**src/hw/rtl/fua_pkg.sv**
```systemverilog
// ----------------------------------------------------------------------------
// fua_pkg
// Shared types and constants for the AVC FU-A packetizer.
// ----------------------------------------------------------------------------
package fua_pkg;

	localparam int QDepth = 4;
	localparam int QAw    = $clog2(QDepth);

	localparam logic [15:0] MTU_RESET    = 16'd1400;
	localparam logic [2:0]  PREFIX_RESET = 3'd4;

	localparam logic [7:0] NRI_MASK  = 8'he0;
	localparam logic [7:0] FU_A_TYPE = 8'd28;
	localparam logic [7:0] TYPE_MASK = 8'h1f;
	localparam logic [7:0] FU_S_BIT  = 8'h80;
	localparam logic [7:0] FU_E_BIT  = 8'h40;

	typedef enum logic [0:0] {
		REG_MTU    = 1'b0,
		REG_PREFIX = 1'b1
	} cfg_reg_t;

	typedef enum logic [1:0] {
		PH_PREFIX  = 2'd0,
		PH_NAL     = 2'd1,
		PH_SKIP    = 2'd2,
		PH_DISCARD = 2'd3
	} phase_t;

	typedef struct packed {
		logic [7:0]  data_byte;
		logic        frame_start;
		logic [31:0] frame_length;
	} in_item_t;

	typedef struct packed {
		logic [7:0] packet_byte;
		logic       packet_end;
		logic       is_fragment;
	} out_item_t;

	// one queue entry: a payload byte, optionally preceded by the two FU-A headers
	typedef struct packed {
		logic [7:0] data_byte;
		logic [7:0] fu_ind;
		logic [7:0] fu_hdr;
		logic       with_hdr;
		logic       last;
		logic       frag;
	} op_t;

endpackage

```
**src/hw/rtl/fua_front.sv**
```systemverilog
// ----------------------------------------------------------------------------
// fua_front
// Length-prefix parser: tracks NAL boundaries and fragment fill, one byte
// per transfer, and issues one op per output byte group.
// ----------------------------------------------------------------------------
module fua_front import fua_pkg::*; (
	input  logic        clk,
	input  logic        arst_n,
	input  logic        take,
	input  in_item_t    item,
	input  logic [15:0] mtu_q,
	input  logic [2:0]  prefix_q,
	output logic        push,
	output op_t         op
);

	phase_t      phase_q, phase_d, ph_e;
	logic [2:0]  pcnt_q, pcnt_e, pcnt_d;
	logic [31:0] acc_q, acc_e, acc_d;
	logic [31:0] rem_q, rem_e, rem_d;
	logic [31:0] idx_q, idx_d;
	logic [31:0] total_q, total_e;
	logic [15:0] fill_q, fill_e, fill_d;
	logic [7:0]  ind_q, ind_d;
	logic [4:0]  type_q, type_d;
	logic        first_q, first_e, first_d;
	logic        fragm_q, fragm_e, fragm_d;
	logic        hp_q, hp_e, hp_d;

	logic [31:0] acc_new, rem_dec, sz;
	logic [2:0]  pcnt_new, psize;
	logic [15:0] cap, fill_inc;
	logic        pos_past, prefix_done, nal_done;

	// frame start restarts the parse
	always_comb begin
		total_e = item.frame_start ? item.frame_length : total_q;
		ph_e    = item.frame_start ? PH_PREFIX : phase_q;
		pcnt_e  = item.frame_start ? 3'd0 : pcnt_q;
		acc_e   = item.frame_start ? 32'd0 : acc_q;
		rem_e   = item.frame_start ? 32'd0 : rem_q;
		fill_e  = item.frame_start ? 16'd0 : fill_q;
		fragm_e = item.frame_start ? 1'b0 : fragm_q;
		hp_e    = item.frame_start ? 1'b0 : hp_q;
		first_e = item.frame_start ? 1'b1 : first_q;
	end

	always_comb begin
		logic [31:0] pos;
		pos      = item.frame_start ? 32'd0 : idx_q;
		idx_d    = (pos != 32'hffff_ffff) ? pos + 32'd1 : pos;
		pos_past = (pos >= total_e);
		psize    = (prefix_q == 3'd0) ? 3'd1 : ((prefix_q > 3'd4) ? 3'd4 : prefix_q);
		acc_new  = {acc_e[23:0], item.data_byte};
		pcnt_new = pcnt_e + 3'd1;
		prefix_done = (pcnt_new >= psize);
		sz       = acc_new;
		rem_dec  = rem_e - 32'd1;
		cap      = (mtu_q >= 16'd3) ? (mtu_q - 16'd2) : 16'd1;
		fill_inc = fill_e + 16'd1;
	end

	// next phase
	always_comb begin
		phase_d = ph_e;
		case (ph_e)
			PH_PREFIX: begin
				if (pos_past) begin
					phase_d = PH_DISCARD;
				end else if (prefix_done) begin
					if (sz == 32'd1) begin
						phase_d = PH_SKIP;
					end else if (sz == 32'd0 || sz > total_e) begin
						phase_d = PH_DISCARD;
					end else begin
						phase_d = PH_NAL;
					end
				end
			end
			PH_SKIP: phase_d = PH_PREFIX;
			PH_NAL: begin
				if (nal_done) begin
					phase_d = PH_PREFIX;
				end
			end
			default: phase_d = ph_e;
		endcase
	end

	// datapath and op issue
	always_comb begin
		pcnt_d  = pcnt_e;
		acc_d   = acc_e;
		rem_d   = rem_e;
		fill_d  = fill_e;
		ind_d   = ind_q;
		type_d  = type_q;
		first_d = first_e;
		fragm_d = fragm_e;
		hp_d    = hp_e;
		nal_done = 1'b0;
		push    = 1'b0;
		op      = '0;
		op.data_byte = item.data_byte;
		op.fu_ind    = ind_q;
		case (ph_e)
			PH_PREFIX: begin
				if (!pos_past) begin
					acc_d  = acc_new;
					pcnt_d = pcnt_new;
					if (prefix_done) begin
						pcnt_d = 3'd0;
						acc_d  = 32'd0;
						if (sz != 32'd1 && sz != 32'd0 && sz <= total_e) begin
							rem_d   = sz;
							fragm_d = (sz > {16'd0, mtu_q});
							hp_d    = (sz > {16'd0, mtu_q});
							fill_d  = 16'd0;
							first_d = 1'b1;
						end
					end
				end
			end
			PH_NAL: begin
				if (!fragm_e) begin
					rem_d   = rem_dec;
					push    = 1'b1;
					op.last = (rem_dec == 32'd0);
				end else if (hp_e) begin
					ind_d   = (item.data_byte & NRI_MASK) | FU_A_TYPE;
					type_d  = item.data_byte[4:0];
					hp_d    = 1'b0;
					first_d = 1'b1;
					fill_d  = 16'd0;
					rem_d   = rem_dec;
				end else begin
					push     = 1'b1;
					op.frag  = 1'b1;
					op.fu_hdr = {3'd0, type_q};
					if (fill_e == 16'd0) begin
						op.with_hdr = 1'b1;
						if (first_e) begin
							op.fu_hdr = op.fu_hdr | FU_S_BIT;
						end
						if (rem_e <= {16'd0, cap}) begin
							op.fu_hdr = op.fu_hdr | FU_E_BIT;
						end
						first_d = 1'b0;
					end
					rem_d   = rem_dec;
					op.last = (rem_dec == 32'd0) || (fill_inc >= cap);
					fill_d  = op.last ? 16'd0 : fill_inc;
				end
				if (rem_d == 32'd0 && !hp_d) begin
					nal_done = 1'b1;
					fragm_d  = 1'b0;
					fill_d   = 16'd0;
				end
			end
			default: ;
		endcase
		push = push & take;
	end

	always_ff @(posedge clk or negedge arst_n) begin
		if (!arst_n) begin
			phase_q <= PH_PREFIX;
			pcnt_q  <= 3'd0;
			acc_q   <= 32'd0;
			rem_q   <= 32'd0;
			idx_q   <= 32'd0;
			total_q <= 32'd0;
			fill_q  <= 16'd0;
			ind_q   <= 8'd0;
			type_q  <= 5'd0;
			first_q <= 1'b1;
			fragm_q <= 1'b0;
			hp_q    <= 1'b0;
		end else if (take) begin
			phase_q <= phase_d;
			pcnt_q  <= pcnt_d;
			acc_q   <= acc_d;
			rem_q   <= rem_d;
			idx_q   <= idx_d;
			total_q <= total_e;
			fill_q  <= fill_d;
			ind_q   <= ind_d;
			type_q  <= type_d;
			first_q <= first_d;
			fragm_q <= fragm_d;
			hp_q    <= hp_d;
		end
	end

	property p_hdr_only_in_nal;
		@(posedge clk) disable iff (!arst_n) hp_q |-> (phase_q == PH_NAL && fragm_q);
	endproperty
	a_hdr_only_in_nal: assert property (p_hdr_only_in_nal)
		else $error("header pending outside fragmented NAL");

endmodule

```
**src/hw/rtl/fua_fifo.sv**
```systemverilog
// ----------------------------------------------------------------------------
// fua_fifo
// Small op queue between parser and byte emitter.
// ----------------------------------------------------------------------------
module fua_fifo import fua_pkg::*; (
	input  logic clk,
	input  logic arst_n,
	input  logic push,
	input  op_t  wr_op,
	input  logic pop,
	output op_t  head,
	output logic empty,
	output logic full
);

	op_t              mem_q [QDepth];
	logic [QAw-1:0]   wp_q, rp_q;
	logic [QAw:0]     cnt_q;

	assign empty = (cnt_q == '0);
	assign full  = (cnt_q == (QAw+1)'(QDepth));
	assign head  = mem_q[rp_q];

	always_ff @(posedge clk) begin
		if (push) begin
			mem_q[wp_q] <= wr_op;
		end
	end

	always_ff @(posedge clk or negedge arst_n) begin
		if (!arst_n) begin
			wp_q  <= '0;
			rp_q  <= '0;
			cnt_q <= '0;
		end else begin
			if (push) begin
				wp_q <= wp_q + QAw'(1);
			end
			if (pop) begin
				rp_q <= rp_q + QAw'(1);
			end
			cnt_q <= cnt_q + (QAw+1)'(push) - (QAw+1)'(pop);
		end
	end

	a_no_overflow: assert property (@(posedge clk) disable iff (!arst_n)
		cnt_q <= (QAw+1)'(QDepth))
		else $error("op queue overflow");

	a_push_grows: assert property (@(posedge clk) disable iff (!arst_n)
		(push && !pop) |=> (cnt_q == $past(cnt_q) + (QAw+1)'(1)))
		else $error("op queue count mismatch");

endmodule

```
**src/hw/rtl/fua_back.sv**
```systemverilog
// ----------------------------------------------------------------------------
// fua_back
// Byte emitter: expands each op into one or three packet bytes into the
// output register.
// ----------------------------------------------------------------------------
module fua_back import fua_pkg::*; (
	input  logic      clk,
	input  logic      arst_n,
	input  op_t       head,
	input  logic      empty,
	output logic      pop,
	output logic      out_valid,
	input  logic      out_stall,
	output out_item_t out_data
);

	logic [1:0] sub_q;
	logic       load, last_sub;
	out_item_t  sel;
	out_item_t  out_q;
	logic       valid_q;

	assign load     = !empty && (!valid_q || !out_stall);
	assign last_sub = !head.with_hdr || (sub_q == 2'd2);
	assign pop      = load && last_sub;

	always_comb begin
		sel = '{packet_byte: head.data_byte, packet_end: head.last, is_fragment: head.frag};
		if (head.with_hdr) begin
			case (sub_q)
				2'd0: sel = '{packet_byte: head.fu_ind, packet_end: 1'b0, is_fragment: 1'b1};
				2'd1: sel = '{packet_byte: head.fu_hdr, packet_end: 1'b0, is_fragment: 1'b1};
				default: ;
			endcase
		end
	end

	always_ff @(posedge clk or negedge arst_n) begin
		if (!arst_n) begin
			valid_q <= 1'b0;
			sub_q   <= 2'd0;
		end else begin
			if (load) begin
				valid_q <= 1'b1;
				sub_q   <= last_sub ? 2'd0 : sub_q + 2'd1;
			end else if (!out_stall) begin
				valid_q <= 1'b0;
			end
		end
	end

	always_ff @(posedge clk) begin
		if (load) begin
			out_q <= sel;
		end
	end

	assign out_valid = valid_q;
	assign out_data  = out_q;

	a_sub_range: assert property (@(posedge clk) disable iff (!arst_n)
		(sub_q != 2'd3) && ((sub_q == 2'd0) || (!empty && head.with_hdr)))
		else $error("emitter sub-step out of range");

endmodule

```
**src/hw/rtl/h264_avc_fu_a_packetizer.sv**
```systemverilog
// ----------------------------------------------------------------------------
// h264_avc_fu_a_packetizer
// AVC length-prefixed H.264 to RTP packet byte stream with FU-A fragmentation.
// Output: each byte passes through the op queue and the output register to
// out_data; a fragment's first byte comes behind its FU indicator and header.
// Throughput: one input byte per cycle while in_stall is low, which it is unless
// the 4-op queue is full; the queue absorbs each fragment's three-byte first op.
// Reset: asynchronous; mtu 1400, prefix 4 bytes, parser waits for frame start.
// ----------------------------------------------------------------------------
module h264_avc_fu_a_packetizer import fua_pkg::*; (
	input  logic      clk,
	input  logic      arst_n,
	input  logic      in_valid,
	output logic      in_stall,
	input  in_item_t  in_data,
	output logic      out_valid,
	input  logic      out_stall,
	output out_item_t out_data,
	input  logic        cfg_we,
	input  cfg_reg_t    cfg_index,
	input  logic [15:0] cfg_data
);

	logic [15:0] mtu_q;
	logic [2:0]  prefix_q;
	logic        take, push, pop, empty, full;
	op_t         op, head;

	always_ff @(posedge clk or negedge arst_n) begin
		if (!arst_n) begin
			mtu_q    <= MTU_RESET;
			prefix_q <= PREFIX_RESET;
		end else if (cfg_we) begin
			case (cfg_index)
				REG_MTU:    mtu_q    <= cfg_data;
				REG_PREFIX: prefix_q <= cfg_data[2:0];
				default: ;
			endcase
		end
	end

	assign in_stall = full;
	assign take     = in_valid && !full;

	fua_front u_front (
		.clk      (clk),
		.arst_n   (arst_n),
		.take     (take),
		.item     (in_data),
		.mtu_q    (mtu_q),
		.prefix_q (prefix_q),
		.push     (push),
		.op       (op)
	);

	fua_fifo u_fifo (
		.clk    (clk),
		.arst_n (arst_n),
		.push   (push),
		.wr_op  (op),
		.pop    (pop),
		.head   (head),
		.empty  (empty),
		.full   (full)
	);

	fua_back u_back (
		.clk       (clk),
		.arst_n    (arst_n),
		.head      (head),
		.empty     (empty),
		.pop       (pop),
		.out_valid (out_valid),
		.out_stall (out_stall),
		.out_data  (out_data)
	);

endmodule
```
**config.mk**
```make
export PLATFORM = sky130hd
export DESIGN_NAME = h264_avc_fu_a_packetizer
export DESIGN_NICKNAME = d
export VERILOG_FILES = /design/src/hw/rtl/fua_pkg.sv /design/src/hw/rtl/fua_front.sv /design/src/hw/rtl/fua_fifo.sv /design/src/hw/rtl/fua_back.sv /design/src/hw/rtl/h264_avc_fu_a_packetizer.sv
export SDC_FILE = /design/constraint.sdc
export NUM_CORES = 1
export LEC_CHECK = 0
export BUFFER_PORTS_ARGS = -buffer_cell sky130_fd_sc_hd__buf_2
export CAP_MARGIN = 20
export CELL_PAD_IN_SITES_DETAIL_PLACEMENT = 1
export CELL_PAD_IN_SITES_GLOBAL_PLACEMENT = 2
export CORE_MARGIN = 3
export CORE_UTILIZATION = 41
export CTS_BUF_LIST = sky130_fd_sc_hd__clkbuf_8 sky130_fd_sc_hd__clkbuf_16
export DETAILED_ROUTE_END_ITERATION = 10
export PLACE_DENSITY_LB_ADDON = 0.05
export SLEW_MARGIN = 10
export SYNTH_ARGS = -nofsm -noshare
export SYNTH_HDL_FRONTEND = slang
export SYNTH_SLANG_ARGS = --single-unit
export TNS_END_PERCENT = 10
```
**constraint.sdc**
```tcl
create_clock -name clk -period 5.1 [get_ports clk]
set_input_delay 0.255 -clock clk [delete_from_list [all_inputs] [get_ports clk]]
set_output_delay 0.255 -clock clk [all_outputs]
set_load 0.01 [all_outputs]
```
---- Yosys cells after proc, flatten, opt, wreduce, memory -nomap -nowiden ----
Memory sizes are Yosys's and may differ from the RTL's.
Cells that the tools add are included.
operators by class
  $add $sub $neg .......................... 10
  $lt $le $gt $ge ......................... 9
  eq/ne operators ......................... 9
  multiplexer cells ....................... 77
  bitwise gates (word level) .............. 2
  reductions and logical operators ........ 28
operators with widths
  operator                 number
  $mux W32                 12
  $mux W16                 9
  $logic_not A32 Y1        3
  $pmux W32 S2             1
  $add A32 B1 Y32 const B  1
  $eq A32 B1 Y1 const B    1
  $ge A32 B32 Y1           1
  $gt A32 B16 Y1           1
  $gt A32 B32 Y1           1
  $le A32 B16 Y1           1
  $le A32 B32 Y1           1
  $ne A32 B1 Y1 const B    1
  $ne A32 B32 Y1 const B   1
  $pmux W16 S2             1
  $reduce_bool A32 Y1      1
  $sub A32 B1 Y32 const B  1
  $mux W1                  29
  $mux W11                 2
  $pmux W10 S2             1
  $mux W3                  6
  $mux W9                  2
  $add A16 B1 Y16 const B  1
  $ge A16 B16 Y1           1
  $ge A16 B2 Y1 const B    1
  other kinds (27)         55
word-level totals
  flip-flop bits (word level) ............. 202
  memory bits (writable) .................. 100
  bits of input ports ..................... 63
  output and inout bits ................... 12
  word-level logic and storage cells ...... 158
  memories kept ........................... 1
memory list
  name          words  width  read ports  clocked after Yosys merged registers in  write ports  RTL line        RTL
  u_fifo.mem_q  4      25     1           0                                        1            fua_fifo.sv:16  op_t mem_q [QDepth];

---- Longest topological paths before layout ----
Gate-level depths: netlist of run 1.
  word-level depth ........................ 9
  mapped depth ............................ 26

---- By module ----
From an unflattened synthesis of run 1, not the netlist that was laid out.
second synthesis, totals
  cells, all modules ...................... 1700
  area, all modules ....................... 18171.2 µm²
modules (own cells, without submodules)
  module                    instances  cells an instance  area each (µm²)  seq. area each (µm²)
  fua_front                 1          1433               12421.9          3829.9
  fua_fifo                  1          175                4294.1           3418.3
  h264_avc_fu_a_packetizer  1          43                 790.8            484.2
  fua_back                  1          49                 664.4            375.4

---- Least setup slack after synthesis of run 1 ----
No wires, ideal clock.
  path kind ............................... input to register
  start ................................... input port in_data[32] (netlist bit)
  end ..................................... register u_front.fill_q[4]
  library setup time ...................... 122 ps
  arrival time ............................ 4807 ps
  required time ........................... 4978 ps
  setup slack ............................. 171 ps
  cell stages on the path ................. 20
  cell sequence ........................... buf_2 buf_2 buf_2 clkbuf_1 buf_2 buf_1 clkbuf_1 clkbuf_1 nor2b_1 ha_1 nand4_1 or4_1 nor4_1 nor3_1 a2111oi_4 nand3_2 a21o_1 buf_2 buf_2 a32o_1
between the ends
  longest elaborated chain between the ends .. 9
RTL lines
  element                                              RTL line                          RTL
  from (decl)                                          h264_avc_fu_a_packetizer.sv:15    input in_item_t in_data,
  $mux W16 or $mux W32 (tied branches)                 fua_front.sv:42, fua_front.sv:41
  $add A16 B1 Y16 or $sub A32 B1 Y32 (tied branches)   fua_front.sv:60, fua_front.sv:58
  $ge A16 B16 Y1 or $logic_not A32 Y1 (tied branches)  fua_front.sv:151                  op.last = (rem_dec == 32'd0) || (fill_inc >= cap);
  $logic_or A1 B1 Y1                                   fua_front.sv:151
  $mux W16                                             fua_front.sv:152                  fill_d = op.last ? 16'd0 : fill_inc;
  $mux W16                                             fua_front.sv:129                  end else if (hp_e) begin
  $mux W16                                             fua_front.sv:125                  if (!fragm_e) begin
  $mux W16                                             fua_front.sv:154                  if (rem_d == 32'd0 && !hp_d) begin
  $pmux W16 S2 (*)                                     fua_front.sv:106                  case (ph_e)
  to (signal assigned)                                 fua_front.sv:186                  fill_q <= fill_d;
  to (decl)                                            fua_front.sv:23                   logic [15:0] fill_q, fill_e, fill_d;
Mark *: on every way between the ends. The rest lies on a longest branch, timed or not. The select of a mux whose other input is x is not followed.
A chain may end at the register's enable or synchronous reset.

---- Worst setup path in the final report of run 1 ----
  start ................................... register u_front.fill_q[0]
  end ..................................... register u_front.fill_q[8]
between the ends
  longest elaborated chain between the ends .. 9
RTL lines
  element              RTL line          RTL
  $mux W16 (*)         fua_front.sv:42   fill_e = item.frame_start ? 16'd0 : fill_q;
  $add A16 B1 Y16 (*)  fua_front.sv:60   fill_inc = fill_e + 16'd1;
  $ge A16 B16 Y1       fua_front.sv:151
  $logic_or A1 B1 Y1   fua_front.sv:151
  $mux W16 (*)         fua_front.sv:152
  $mux W16 (*)         fua_front.sv:129
  $mux W16 (*)         fua_front.sv:125
  $mux W16 (*)         fua_front.sv:154
  $pmux W16 S2 (*)     fua_front.sv:106
Mark *: on every way between the ends. The rest lies on a longest branch, timed or not.

==> summary.txt, run 1 <==
STATUS
-----------------------------------------------------------------------------------------------
Outcome                                                                            finished, final reports clean

CRITICAL PATH
-----------------------------------------------------------------------------------------------
Reg-to-reg startpoint                                                              u_front.fill_q[0]
Highest fanout seen on the critical path                                                     10
Depth of the worst register-to-register path                                                 21
Required time of the worst setup path                                                   5.54 ns
Data arrival at the endpoint of the critical path                                       5.02 ns
Crit Path Category                                                                 register to register
Setup crit start kind                                                                  register
Category of the worst setup path capture point                                         register
R2r endpoint                                                                       u_front.fill_q[8]
R2r setup slk                                                                           0.52 ns

GLOBAL ROUTING
-----------------------------------------------------------------------------------------------
GR Layer Usage met3                                                                      0.0428
GRT met2 Usage                                                                            0.415
Busiest metal layer after global routing                                                   met2
Initial antenna violation count                                                               0
Wire length of the first global-routing pass                                           86900 um
Pin count of the biggest net entering global routing                                        104
Vias in the first global route                                                            14912
Total congestion overflow after global routing                                                0
Met1 Usage GRT                                                                            0.344
Global-route total usage across every layer                                               0.251

POWER
-----------------------------------------------------------------------------------------------
Gate power share                                                                          0.370
Cell leakage power                                                                      8.39 nW
Switching component of the power                                                      0.00374 W
Part of the total power dissipated in the clock network                                   0.279
Net switching fraction of the power                                                       0.385
Seq pwr share                                                                             0.351
Areal power density over the cells                                                   490 mW/mm2
IR Drop Worst-Case VDD                                                               0.000257 V
Total chip power                                                                      0.00970 W
Internal Dissipation                                                                  0.00596 W

CELLS AND AREA
-----------------------------------------------------------------------------------------------
Layout-stage area growth over the synthesis result                                        14.5%
Antenna cells                                                                                 0
Utilization after layout                                                                  0.480
Most frequent standard cell in the layout excluding fill and tap cells             sky130_fd_sc_hd__nand2_1
Number of nets in the layout                                                               2002
Area of the multi-input gates                                                       0.00925 mm2
FF/Latch Area                                                                       0.00751 mm2
Most frequent cells in the layout                                                  sky130_fd_sc_hd__nand2_1, sky130_fd_sc_hd__dfrtp_1, sky130_fd_sc_hd__ha_1
Post-layout instance area                                                            0.0198 mm2
Fillers                                                                                    4555
Proportion of layout cells with a drive suffix above 1                                    0.143

PLACED DESIGN
-----------------------------------------------------------------------------------------------
Sum of net half-perimeters after detailed placement                                    39800 um
Minimum setup slack after placement                                                    0.292 ns
Port buffer count                                                                            74
Post-Place Cell Area                                                                 0.0184 mm2
Last weighted congestion value of the routability-driven placer                           0.836

SYNTHESIS
-----------------------------------------------------------------------------------------------
Count of flip-flops with a built-in enable after synthesis                                   98
Synthesis-stage register bit count                                                          280
Yosys cell types                                                                             81
Count of mapped cells out of synthesis                                                     1718
Mean area per synthesized cell                                                         10.1 um2
Net count of the mapped netlist                                                            1913
Count of warnings emitted by yosys                                                            0
Asr flop ratio synth                                                                      0.650
Cell area after synthesis                                                            0.0173 mm2
Sequential fraction of the synthesis area                                                 0.434
Most instantiated flip-flop cell in the synthesis netlist                          sky130_fd_sc_hd__dfrtp_1

FLOORPLAN
-----------------------------------------------------------------------------------------------
Top-level port count                                                                         75
Die Ht                                                                                   211 um
Starting utilization of the core area                                                     0.419
Std cell rows                                                                                74
Die Area                                                                             0.0447 mm2
Area of the placeable core                                                           0.0413 mm2
Floorplan die width                                                                      211 um

ROUTE
-----------------------------------------------------------------------------------------------
Final Routed Wirelength                                                                55300 um
Number of detailed-routing iterations run before antenna repair                               5
Routed WL per cell                                                                      23.4 um
Antenna violation net count after detailed routing                                            0
1st-iter DRT viols                                                                          865
Vias after detailed routing                                                               13910
Post-detailed-route via-to-cell ratio                                                      5.88
Post-route DRC                                                                                0

TIMING
-----------------------------------------------------------------------------------------------
Number of hold violations in the final report                                                 0
Shortest clock period the worst path allows after layout                                4.58 ns
Final Cycle Share                                                                         0.897
Crit path setup slack, layout                                                          0.523 ns
Pin slew with the least headroom to its limit                                          0.998 ns
Maximum operating frequency                                                             218 MHz
Setup TNS Final                                                                            0 ns
Final number of setup-violating endpoints                                                     0
Worst max-slew margin expressed relative to the limit                                     0.335
Max-slew violation count                                                                      0
Setup Skew                                                                            0.0153 ns
Setup repair after global routing missed its margin                                       false

CLOCKING
-----------------------------------------------------------------------------------------------
Clock insertion delay at the later pin of the skew report                               0.55 ns
Clock root buffer                                                                  sky130_fd_sc_hd__clkbuf_16
TritonCTS clock tree                                                                      built
Buffer depth of the longest clock path                                                        3
Clock input transition at the sequential cells of the worst setup and hold paths        0.06 ns
Number of post-CTS setup repair buffers                                                       0
Sinks on Clock Net                                                                          280
Number of buffers created by CTS                                                             35
H-Tree Depth                                                                                  2

HOLD PATH
-----------------------------------------------------------------------------------------------
Min-delay worst type                                                               input port to register
Worst hold path endpoint                                                               mtu_q[1]
Instance count along the most critical hold path                                              4
Hold path startpoint                                                                  cfg_index

RUN
-----------------------------------------------------------------------------------------------
MaxCap Viol Count                                                                             0

==> power groups by stage <==
stage | sequential, W | clock [W] | combinational [W]
detailed placement | 0.00343 | 0 | 0.00357
finish | 0.00340 | 0.00271 | 0.00359
global route | 0.00348 | 0.00288 | 0.00399
floorplan | 0.00318 | 0 | 0.00258
CTS | 0.00340 | 0.00279 | 0.00361
global placement | 0.00341 | 0 | 0.00348
==> per-stage QoR <==
stage	instances	hold slack (ns)
after global routing	2366	0.0719
final	2366	0.0471
after CTS	2365	0.0513
after floorplan	1718	-0.0406
after global placement	2283	0.452
after detailed placement	2283	0.463
==> cells by family after synthesis <==
logic type	synth area share
adders and majority gates	0.0959
xor gates and xnor gates	0.0334
and+or+nand+nor	0.198
buffers and inverters	0.0323
DFF	0.434
AOI/OAI and AO/OA	0.134
muxes	0.0724
==> sequential cells by signal, summed over array words and instances (netlist names), 2 cells and up <==
| register | cells |
|---|---|
| u_front.ind_q | 4 |
| u_fifo.wp_q | 2 |
| prefix_q | 3 |
| u_front.acc_q | 24 |
| u_fifo.mem_q | 88 |
| u_front.fill_q | 16 |
| u_front.pcnt_q | 3 |
| u_front.rem_q | 32 |
| u_back.sub_q | 2 |
| u_front.type_q | 5 |
| u_front.total_q | 32 |
| u_fifo.rp_q | 2 |
| u_front.phase_q | 2 |
| u_fifo.cnt_q | 3 |
| u_front.idx_q | 32 |
| mtu_q | 16 |
| u_back.out_data | 10 |
==> synthesized netlist by cell type (16+ instances only) <==
| master | count | share of area |
|---|---|---|
| sky130_fd_sc_hd__o21ai_0 | 110 | 0.032 |
| sky130_fd_sc_hd__xor2_1 | 31 | 0.016 |
| sky130_fd_sc_hd__inv_1 | 49 | 0.011 |
| sky130_fd_sc_hd__nor2_1 | 79 | 0.017 |
| sky130_fd_sc_hd__nor3_1 | 44 | 0.013 |
| sky130_fd_sc_hd__nand2_1 | 203 | 0.044 |
| sky130_fd_sc_hd__and2_1 | 16 | 0.0058 |
| sky130_fd_sc_hd__nand2b_1 | 19 | 0.0069 |
| sky130_fd_sc_hd__a21oi_1 | 79 | 0.023 |
| sky130_fd_sc_hd__nand3_1 | 47 | 0.014 |
| sky130_fd_sc_hd__xnor2_1 | 35 | 0.018 |
| sky130_fd_sc_hd__dfrtp_1 | 174 | 0.25 |
| sky130_fd_sc_hd__nor2b_1 | 84 | 0.030 |
| sky130_fd_sc_hd__ha_1 | 131 | 0.095 |
| sky130_fd_sc_hd__mux4_2 | 22 | 0.029 |
| sky130_fd_sc_hd__edfxtp_1 | 98 | 0.17 |
| sky130_fd_sc_hd__clkbuf_1 | 59 | 0.013 |
| sky130_fd_sc_hd__a21o_1 | 18 | 0.0078 |
| sky130_fd_sc_hd__mux2_2 | 19 | 0.012 |
| sky130_fd_sc_hd__buf_2 | 18 | 0.0052 |
| sky130_fd_sc_hd__a22o_1 | 37 | 0.019 |
| sky130_fd_sc_hd__mux2i_1 | 52 | 0.030 |
| sky130_fd_sc_hd__nand4_1 | 47 | 0.017 |
| sky130_fd_sc_hd__nor4_1 | 29 | 0.010 |
==> routing by layer <==
metal	vias to the layer above	share of wire	wire [um]
met5	-	0	0
li1	6528	-	-
met3	74	0.045	2470
met1	7046	0.47	25800
met4	0	0.021	1170
met2	262	0.47	25800
==> worst max-delay path: stages (launching register included) <==
cell,delay [ns]
sky130_fd_sc_hd__dfrtp_1,0.37
sky130_fd_sc_hd__nand2b_1,0.11
sky130_fd_sc_hd__inv_1,0.13
sky130_fd_sc_hd__ha_1,0.25
sky130_fd_sc_hd__nand3_1,0.14
sky130_fd_sc_hd__nor3_1,0.45
sky130_fd_sc_hd__nand3_1,0.27
sky130_fd_sc_hd__nor2_1,0.37
sky130_fd_sc_hd__and3_1,0.24
sky130_fd_sc_hd__nand3_1,0.10
sky130_fd_sc_hd__xor2_1,0.16
sky130_fd_sc_hd__nor2_1,0.16
sky130_fd_sc_hd__ha_1,0.27
sky130_fd_sc_hd__nor2b_1,0.14
sky130_fd_sc_hd__o21ai_0,0.12
sky130_fd_sc_hd__o21ai_0,0.10
sky130_fd_sc_hd__a211o_1,0.26
sky130_fd_sc_hd__a21oi_1,0.12
sky130_fd_sc_hd__o31a_1,0.17
sky130_fd_sc_hd__buf_4,0.18
sky130_fd_sc_hd__nand3_1,0.08
sky130_fd_sc_hd__a211oi_1,0.29
==> how the worst max path moves through the flow <==
| stage | startpoint | end |
|---|---|---|
| floorplan | in_data[32] | u_front.fill_q[4] |
| global placement | in_data[32] | u_front.fill_q[8] |
| detailed placement | in_data[32] | u_front.fill_q[8] |
| CTS | mtu_q[7] | u_fifo.mem_q[1][9] |
| global route | u_front.fill_q[0] | u_front.fill_q[8] |
| finish | u_front.fill_q[0] | u_front.fill_q[8] |
==> repair_timing <==
| item | in CTS | in global routing |
|---|---|---|
| endpoints found under the hold margin | 120 | 0 |
| hold buffers | 18 | 0 |
| setup endpoints to repair | 0 | 4 |
| resized for setup | 0 | 1 |
==> area by class of cell <==
| type | count | area share |
|---|---|---|
| clock buffers | 37 | 0.0456 |
| clock inverters | 27 | 0.0180 |
| inverters | 51 | 0.00966 |
| multi-input cells | 1298 | 0.467 |
| well taps | 532 | 0.0336 |
| repair buffers | 141 | 0.0475 |
| flip-flops and latches | 280 | 0.379 |
No activity file was read; power rests on OpenSTA's default activity.
==> inputs of run 2 (changes only) <==
BUFFER_PORTS_ARGS = -buffer_cell sky130_fd_sc_hd__buf_4   (was -buffer_cell sky130_fd_sc_hd__buf_2)
==> summary.txt, run 2 (synthesized netlist as in run 1, its figures left out) <==
STATUS
-----------------------------------------------------------------------------------------------
Outcome                                                                            finished, final reports clean

FLOORPLAN
-----------------------------------------------------------------------------------------------
Floorplan die width                                                                      211 um
Die Area                                                                             0.0447 mm2
Starting utilization of the core area                                                     0.419
Die Ht                                                                                   211 um
Top-level port count                                                                         75
Std cell rows                                                                                74
Area of the placeable core                                                           0.0413 mm2

CELLS AND AREA
-----------------------------------------------------------------------------------------------
Most frequent cells in the layout                                                  sky130_fd_sc_hd__nand2_1, sky130_fd_sc_hd__dfrtp_1, sky130_fd_sc_hd__ha_1
Layout-stage area growth over the synthesis result                                        15.0%
Most frequent standard cell in the layout excluding fill and tap cells             sky130_fd_sc_hd__nand2_1
Antenna cells                                                                                 0
Utilization after layout                                                                  0.482
Number of nets in the layout                                                               2000
Proportion of layout cells with a drive suffix above 1                                    0.138
Flip-flop count of the largest register after layout                                         88
Register name with the most flops                                                  u_fifo.mem_q

CLOCKING
-----------------------------------------------------------------------------------------------
Clock insertion delay at the later pin of the skew report                               0.54 ns
Number of buffers added to fix hold violations after cts                                     19
Number of buffers created by CTS                                                             35
Sinks on Clock Net                                                                          280
TritonCTS clock tree                                                                      built
Number of gates resized after CTS                                                             0
Clock root buffer                                                                  sky130_fd_sc_hd__clkbuf_16
Number of post-CTS setup repair buffers                                                       0
H-Tree Depth                                                                                  2
Buffer depth of the longest clock path                                                        3
Clock input transition at the sequential cells of the worst setup and hold paths        0.06 ns

PLACED DESIGN
-----------------------------------------------------------------------------------------------
Last weighted congestion value of the routability-driven placer                           0.853
Sum of net half-perimeters after detailed placement                                    40500 um
Port buffer count                                                                            74

TIMING
-----------------------------------------------------------------------------------------------
Setup repair after global routing missed its margin                                       false
Final Cycle Share                                                                         0.864
Setup TNS Final                                                                            0 ns
Worst max-slew margin expressed relative to the limit                                     0.301
Shortest clock period the worst path allows after layout                                4.41 ns
Worst hold margin                                                                     0.0401 ns
Final number of setup-violating endpoints                                                     0
Maximum operating frequency                                                             227 MHz
Setup Skew                                                                            0.0186 ns
Max-slew violation count                                                                      0
Number of hold violations in the final report                                                 0
Pin slew with the least headroom to its limit                                           1.04 ns

ROUTE
-----------------------------------------------------------------------------------------------
Post-detailed-route via-to-cell ratio                                                      5.89
Highest layer used for signal routing                                                      met4
Antenna violation net count after detailed routing                                            0
Post-route DRC                                                                                0
Number of detailed-routing iterations run before antenna repair                               5
Final Routed Wirelength                                                                56000 um
Detail Route met3 WL                                                                    2150 um
Metal-1 WL                                                                             25800 um
Vias after detailed routing                                                               13911
Sum of met2 wire segment lengths after detailed routing                                26700 um
Routed WL per cell                                                                      23.7 um
1st-iter DRT viols                                                                          767

GLOBAL ROUTING
-----------------------------------------------------------------------------------------------
Vias in the first global route                                                            14727
Pin count of the biggest net entering global routing                                        104
Total congestion overflow after global routing                                                0
Initial antenna violation count                                                               3
Global-route total usage across every layer                                               0.252
Wire length of the first global-routing pass                                           87100 um

CRITICAL PATH
-----------------------------------------------------------------------------------------------
Category of the worst setup path capture point                                         register
Required time of the worst setup path                                                   5.53 ns
Highest fanout seen on the critical path                                                     10
Critical path startpoint                                                           u_front.fill_q[1]
Reg-to-reg startpoint                                                              u_front.fill_q[1]
Setup crit start kind                                                                  register
Crit Path Category                                                                 register to register
Data arrival at the endpoint of the critical path                                       4.84 ns

POWER
-----------------------------------------------------------------------------------------------
Areal power density over the cells                                                   479 mW/mm2
Cell leakage power                                                                      8.42 nW
IR Drop Worst-Case VDD                                                               0.000267 V

RUN
-----------------------------------------------------------------------------------------------
MaxCap Viol Count                                                                             0

HOLD PATH
-----------------------------------------------------------------------------------------------
Hold path startpoint                                                                  cfg_index
Min-delay worst type                                                               input port to register

run 2: final timing paths:
| check | to | cells after the start | slack (ns) |
|---|---|---|---|
| min in group asynchronous | u_back.sub_q[0] | 2 | 0.35 |
| max in group asynchronous | u_front.rem_q[5] | 3 | 3.65 |
| setup reg to reg | u_front.fill_q[8] | 20 | 0.69 |
| setup / recovery | u_front.fill_q[8] | 20 | 0.69 |
| hold / removal | mtu_q[1] | 3 | 0.04 |
| hold reg to reg | u_front.total_q[21] | 2 | 0.48 |
run 2: cell type report:
class	instances	area (um2)
Inverter	51	191
Fill cell	4574	21400
Sequential cell	280	7510
Tap cell	532	666
Timing Repair Buffer	139	1130
Multi-Input combinational cell	1298	9250
Clock inverter	22	194
Clock buffer	40	956
run 2: through the flow:
stage,worst slack [ns],cell area (um2),total power [W],cells
final,0.694,19900,0.00953,2362
after global routing,0.248,19900,0.0102,2362
after CTS,0.755,19900,0.00961,2361
after detailed placement,0.470,18500,0.00706,2280
after global placement,0.559,18500,0.00694,2280
after floorplan,0.171,17300,0.00576,1718
run 2: where the power goes:
part	switching [W]	total (W)	internal, W	leakage, nW
Sequential	0.000564	0.00342	0.00285	3.26
Combinational	0.00214	0.00363	0.00149	4.56
Clock	0.000995	0.00249	0.00149	0.595
run 2: critical path, stage by stage, from the launching register on:
cell                       delay (ns)
sky130_fd_sc_hd__dfrtp_1         0.40
sky130_fd_sc_hd__nor2b_1         0.19
sky130_fd_sc_hd__ha_1            0.28
sky130_fd_sc_hd__nand3_1         0.14
sky130_fd_sc_hd__nor3_1          0.28
sky130_fd_sc_hd__nand3_1         0.21
sky130_fd_sc_hd__nor2_1          0.32
sky130_fd_sc_hd__and3_1          0.23
sky130_fd_sc_hd__nand3_1         0.10
sky130_fd_sc_hd__xor2_1          0.16
sky130_fd_sc_hd__nor2_1          0.20
sky130_fd_sc_hd__ha_1            0.29
sky130_fd_sc_hd__nor2b_1         0.14
sky130_fd_sc_hd__o21ai_0         0.12
sky130_fd_sc_hd__o21ai_0         0.09
sky130_fd_sc_hd__a211o_1         0.27
sky130_fd_sc_hd__a21oi_1         0.12
sky130_fd_sc_hd__o31a_1          0.19
sky130_fd_sc_hd__buf_4           0.19
sky130_fd_sc_hd__nand3_1         0.10
sky130_fd_sc_hd__a211oi_1        0.28
run 2: per-layer routing:
layer | global-route usage | vias to the layer above
met5 | 0 | -
met4 | 0.0665 | 0
met3 | 0.0317 | 81
met2 | 0.423 | 279
met1 | 0.348 | 7037
li1 | - | 6514
